<file path="src/hw/rtl/largest_empty_square_finder_unit_macros.svh">
// ----------------------------------------------------------------------------
// Assertion macros for the largest empty square finder
// Property wrappers clocked on clock and disabled during reset.
// ----------------------------------------------------------------------------
`ifndef LARGEST_EMPTY_SQUARE_FINDER_UNIT_MACROS_SVH
`define LARGEST_EMPTY_SQUARE_FINDER_UNIT_MACROS_SVH

`ifndef ASSERT_OFF

// same-cycle implication
`define LESF_ASSERT_NOW(label, ante, cons, msg) \
   label: assert property (@(posedge clock) disable iff (reset) (ante) |-> (cons)) \
      else $error(msg);

// next-cycle implication
`define LESF_ASSERT_NEXT(label, ante, cons, msg) \
   label: assert property (@(posedge clock) disable iff (reset) (ante) |=> (cons)) \
      else $error(msg);

`else

`define LESF_ASSERT_NOW(label, ante, cons, msg)
`define LESF_ASSERT_NEXT(label, ante, cons, msg)

`endif

`endif

</file>
<file path="src/hw/rtl/lesf_ram.sv">
// ----------------------------------------------------------------------------
// lesf_ram
// Simple dual-port RAM: one write port, one read port with registered data.
// ----------------------------------------------------------------------------
module lesf_ram #(
   parameter int WIDTH = 8,
   parameter int DEPTH = 16
) (
   input  logic                     clock,
   input  logic                     wr_en,
   input  logic [$clog2(DEPTH)-1:0] wr_addr,
   input  logic [WIDTH-1:0]         wr_data,
   input  logic                     rd_en,
   input  logic [$clog2(DEPTH)-1:0] rd_addr,
   output logic [WIDTH-1:0]         rd_data
);

   logic [WIDTH-1:0] mem_ff [DEPTH];
   logic [WIDTH-1:0] rd_data_ff;

   always_ff @(posedge clock) begin
      if (wr_en) begin
         mem_ff[wr_addr] <= wr_data;
      end
      // read data holds until the next read
      if (rd_en) begin
         rd_data_ff <= mem_ff[rd_addr];
      end
   end

   assign rd_data = rd_data_ff;

endmodule
</file>
<file path="config.mk">
export PLATFORM = sky130hd
export DESIGN_NAME = lesf_ram
export DESIGN_NICKNAME = d
export VERILOG_FILES = /design/src/hw/rtl/largest_empty_square_finder_unit_macros.svh /design/src/hw/rtl/lesf_ram.sv
export SDC_FILE = /design/constraint.sdc
export NUM_CORES = 1
export LEC_CHECK = 0
export BUFFER_PORTS_ARGS = -buffer_cell sky130_fd_sc_hd__clkbuf_2
export CAP_MARGIN = 20
export CORE_MARGIN = 3
export CORE_UTILIZATION = 35
export DETAILED_ROUTE_END_ITERATION = 16
export PLACE_DENSITY = 0.51
export SKIP_LAST_GASP = 1
export SYNTH_ARGS = -nofsm -noshare
export SYNTH_HDL_FRONTEND = slang
export SYNTH_SLANG_ARGS = --single-unit
</file>
<file path="constraint.sdc">
create_clock -name clock -period 6 [get_ports clock]
set_clock_uncertainty 0.1 [all_clocks]
set_input_delay 1.2 -clock clock [delete_from_list [all_inputs] [get_ports clock]]
set_output_delay 1.2 -clock clock [all_outputs]
set_load 0.03 [all_outputs]
</file>
Word-level counts from Yosys, hierarchy flattened
Memories as Yosys holds them, arrays and structs flattened. A register that Yosys moved wholly into a read port is not among the register bits. Cells that the tools add are included.

Bits in registers: 0. Memory bits (writable): 128. Bits of input ports: 19. Output and inout port bits: 8. Memories kept: 1.

Mux-type cells: 2.

Memory list: mem_ff (words 16, bits a word 8, rd ports 1, clocked after Yosys merged registers in 1, wr ports 1, RTL line lesf_ram.sv:18) `logic [WIDTH-1:0] mem_ff [DEPTH];`.

Operators by type and width (count): $mux 1 (2).

Logic depth before layout (Yosys ltp)
Depth in word-level cells: 2. Gate-level depth with buffers: 5.

Least setup slack after synthesis
OpenSTA, ideal clock, no wires.

Path kind: input to register. Start point: input wr_addr[2]. End point: memory mem_ff[0][0] (enable). Library setup time: 0.383 ns. Data arrival time: 2.310 ns. Data required time: 5.517 ns. Path slack: 3.207 ns. Cell stages on the path: 2. Path buffers: 0. Path through: or3b_2 > nor3_1.

RTL lines: start: declaration (RTL line lesf_ram.sv:11) `input logic [$clog2(DEPTH)-1:0] wr_addr,`; end: declaration (RTL line lesf_ram.sv:18).

Straight into the memory's write port.

==> key figures <==
Placement
  – IO Port Bufs: 26
  – Post-DP HPWL: around 6400 µm
  – Dpl cell area: roughly 5500 µm²
  – RePlAce Congestion: 0.707

Worst setup path
  – R2R depth: 3
  – Worst setup path class: primary input to flip-flop
  – Startpoint types: primary input
  – CP Capture Type: flip-flop
  – Reg-to-reg critical path endpoint: rd_data[4]
  – Critical Path RT: between 6 and 7 ns
  – Reg-to-Reg Start: mem_ff[9][4]
  – Crit path max fanout: 17
  – R2r setup slk: between 4 and 5 ns
  – Crit path DAT: slightly above 3 ns

Clocking
  – Clock Latency Late Sink: ~0.41 ns
  – Clk root buf: clkbuf_16
  – Number of H-tree levels: 4
  – CTS Buf Count: 17
  – Post-CTS sizing: 0
  – Clk sinks: roughly 140
  – CTS Buffer Depth: 2
  – Post-CTS Setup Bufs: 0
  – Hold Buf Count CTS: 0
  – Reg clk slew, reported paths: 0.05 ns
  – TritonCTS clock tree: built

Pwr
  – Power density cells: roughly 340 nW/µm²
  – Worst IR Drop VDD: just under 0.2 mV
  – Leak: just under 2 nW

Floorplan
  – Die X: approximately 130 µm
  – Initial core utilization: 0.358
  – Die area: around 16000 µm²
  – Top-Level Pins: 27
  – Rows: 44
  – Core area: 14600 µm²
  – Die height: between 100 and 150 µm

Worst hold path
  – Hold Crit Depth: 3
  – HP Class: flip-flop to flip-flop
  – Hold path start: mem_ff[11][1]
  – Hold Crit Endpoint: rd_data[1]

GRT
  – Vias in the first global route: about 2500
  – Global-route wire length before repair: ~15000 µm
  – Initial antenna violation count: 0
  – GR Overflow Total: 0
  – Largest net degree at the start of global routing: 33
  – Gr usage total: 0.134

Timing
  – Final Critical Period: roughly 3 ns
  – Final setup vio count: 0
  – RSZ-0062 raised after global routing: no
  – Final Slew Violations: 0
  – Final hold vios: 0
  – Slew HR: 0.348
  – Fin crit share: 0.501
  – TNS Setup: 0 ns
  – Fmax: 333 MHz
  – Tightest Pin Transition: just under 1 ns

Cells and area
  – Most frequent cells in the layout: edfxtp_1, clkbuf_2, mux4_2
  – Post-route cell area: 6010 µm²
  – Layout cells sized above 1: 0.251
  – Commonest non-fill, non-tap cell in the layout: edfxtp_1
  – Area Growth Syn to Fin: 15.1%
  – Final nets: 287
  – Final Util: 0.412
  – Diodes inserted: 0

Yosys
  – Largest cells by area after synthesis: edfxtp_1, mux4_2, mux4_1, a22oi_1, nor2_1
  – Synthesized instance count: between 200 and 250
  – Yosys reg bits: 136
  – Distinct cells, synth: 18
  – Synth Flop Type: edfxtp_1
  – Yosys Warn Count: 0
  – Syn Area/Cell: between 20 and 25 µm²
  – Syn Std Cell Area: about 5200 µm²
  – Dominant cell type by area after synthesis: edfxtp_1
  – Share of the synthesized area in the top cell type: 0.781
  – Post-synth EDFFs: about 140
  – Synthesized Nets: between 200 and 250
  – Ys async rst share: 0
  – Sequential area share after synthesis: 0.781

Route
  – Via count: between 2000 and 2500
  – Met2 wire len: around 5000 µm
  – Routed met3 length: between 300 and 400 µm
  – Uppermost routed layer: met4
  – DRT Pass-1 Iters: 4
  – Routed WL per cell: around 22 µm
  – Post-Route WL: 10100 µm
  – DRC violation count after routing: 0
  – Antenna Violating Nets Remaining: 0
  – DRT iter0 DRCs: roughly 150
  – Post-Route M1 WL: between 4000 and 5000 µm
  – Vias/cell: between 5 and 6

Run
  – Max_cap viols: 0

Status
  – Status: completed
-- logic make-up (layout without fill, tap and decap cells) --
kind of cell           after synthesis  in the layout  share of synthesized area
AOI/OAI and AO/OA                   16             16                     0.0230
buffers and inverters               10             60                     0.0165
DFF                                136            136                      0.781
muxes                               32             32                      0.148
and+or+nand+nor                     35             35                     0.0314
-- worst max-delay path by stage --
stage,endpoint,slack [ns],from
floorplan,mem_ff[0][0],3.21,wr_addr[2]
global placement,rd_data[2],2.50,rd_addr[0]
CTS,rd_data[3],2.93,rd_addr[0]
detailed placement,rd_data[3],2.49,rd_addr[0]
global route,rd_data[2],2.84,rd_addr[0]
finish,rd_data[2],2.99,rd_addr[0]
-- final cells by class --
| cell class | count | area (µm²) |
|---|---|---|
| clock buffer | 22 | 444 |
| fill | 1260 | 8570 |
| tap | 184 | 230 |
| clock inverter | 8 | 33.8 |
| timing repair buffer | 30 | 160 |
| sequential | 136 | 4080 |
| multi-input combinational | 83 | 1060 |
-- cells in the mapped netlist (2+ instances only) --
| cell type | count |
|---|---|
| buf_6 | 3 |
| edfxtp_1 | 136 |
| mux4_1 | 14 |
| nor3_1 | 4 |
| buf_2 | 3 |
| a22oi_1 | 16 |
| nand3b_1 | 2 |
| nor2_1 | 13 |
| nand2_1 | 9 |
| clkdlybuf4s25_2 | 3 |
| nand2b_1 | 2 |
| mux4_2 | 18 |
-- registers in the layout (all words and copies together), names as in the netlist --
| name | flops |
|---|---|
| mem_ff | 128 |
| rd_data | 8 |
-- power breakdown --
group,switching (mW),internal [mW]
registers,0.00574,1.07
clock network,0.335,0.512
logic,0.0638,0.0375
total,0.404,1.62
-- per-layer routing --
metal | global-route usage | vias up
met1 | 0.174 | 1217
met5 | 0 | -
li1 | - | 1057
met3 | 0.0417 | 10
met4 | 0.0493 | 0
met2 | 0.213 | 58
-- through the flow --
stage          instances  setup slack [ns]  total power [mW]  hold WS [ns]
2_1_floorplan        229              3.21              1.16         0.605
3_3_place_gp         433              2.50              1.20         0.642
3_5_place_dp         433              2.49              1.20         0.650
4_1_cts              463              2.93              2.04         0.664
5_1_grt              463              2.84              2.10         0.693
6_report             463              2.99              2.03         0.668
-- worst max-delay path, stage by stage --
cell      delay (ns)
clkbuf_2        0.46
buf_4           0.43
mux4_1          0.59
a22oi_1         0.27
nand2_1         0.08
(Power assumes the default switching activity.)
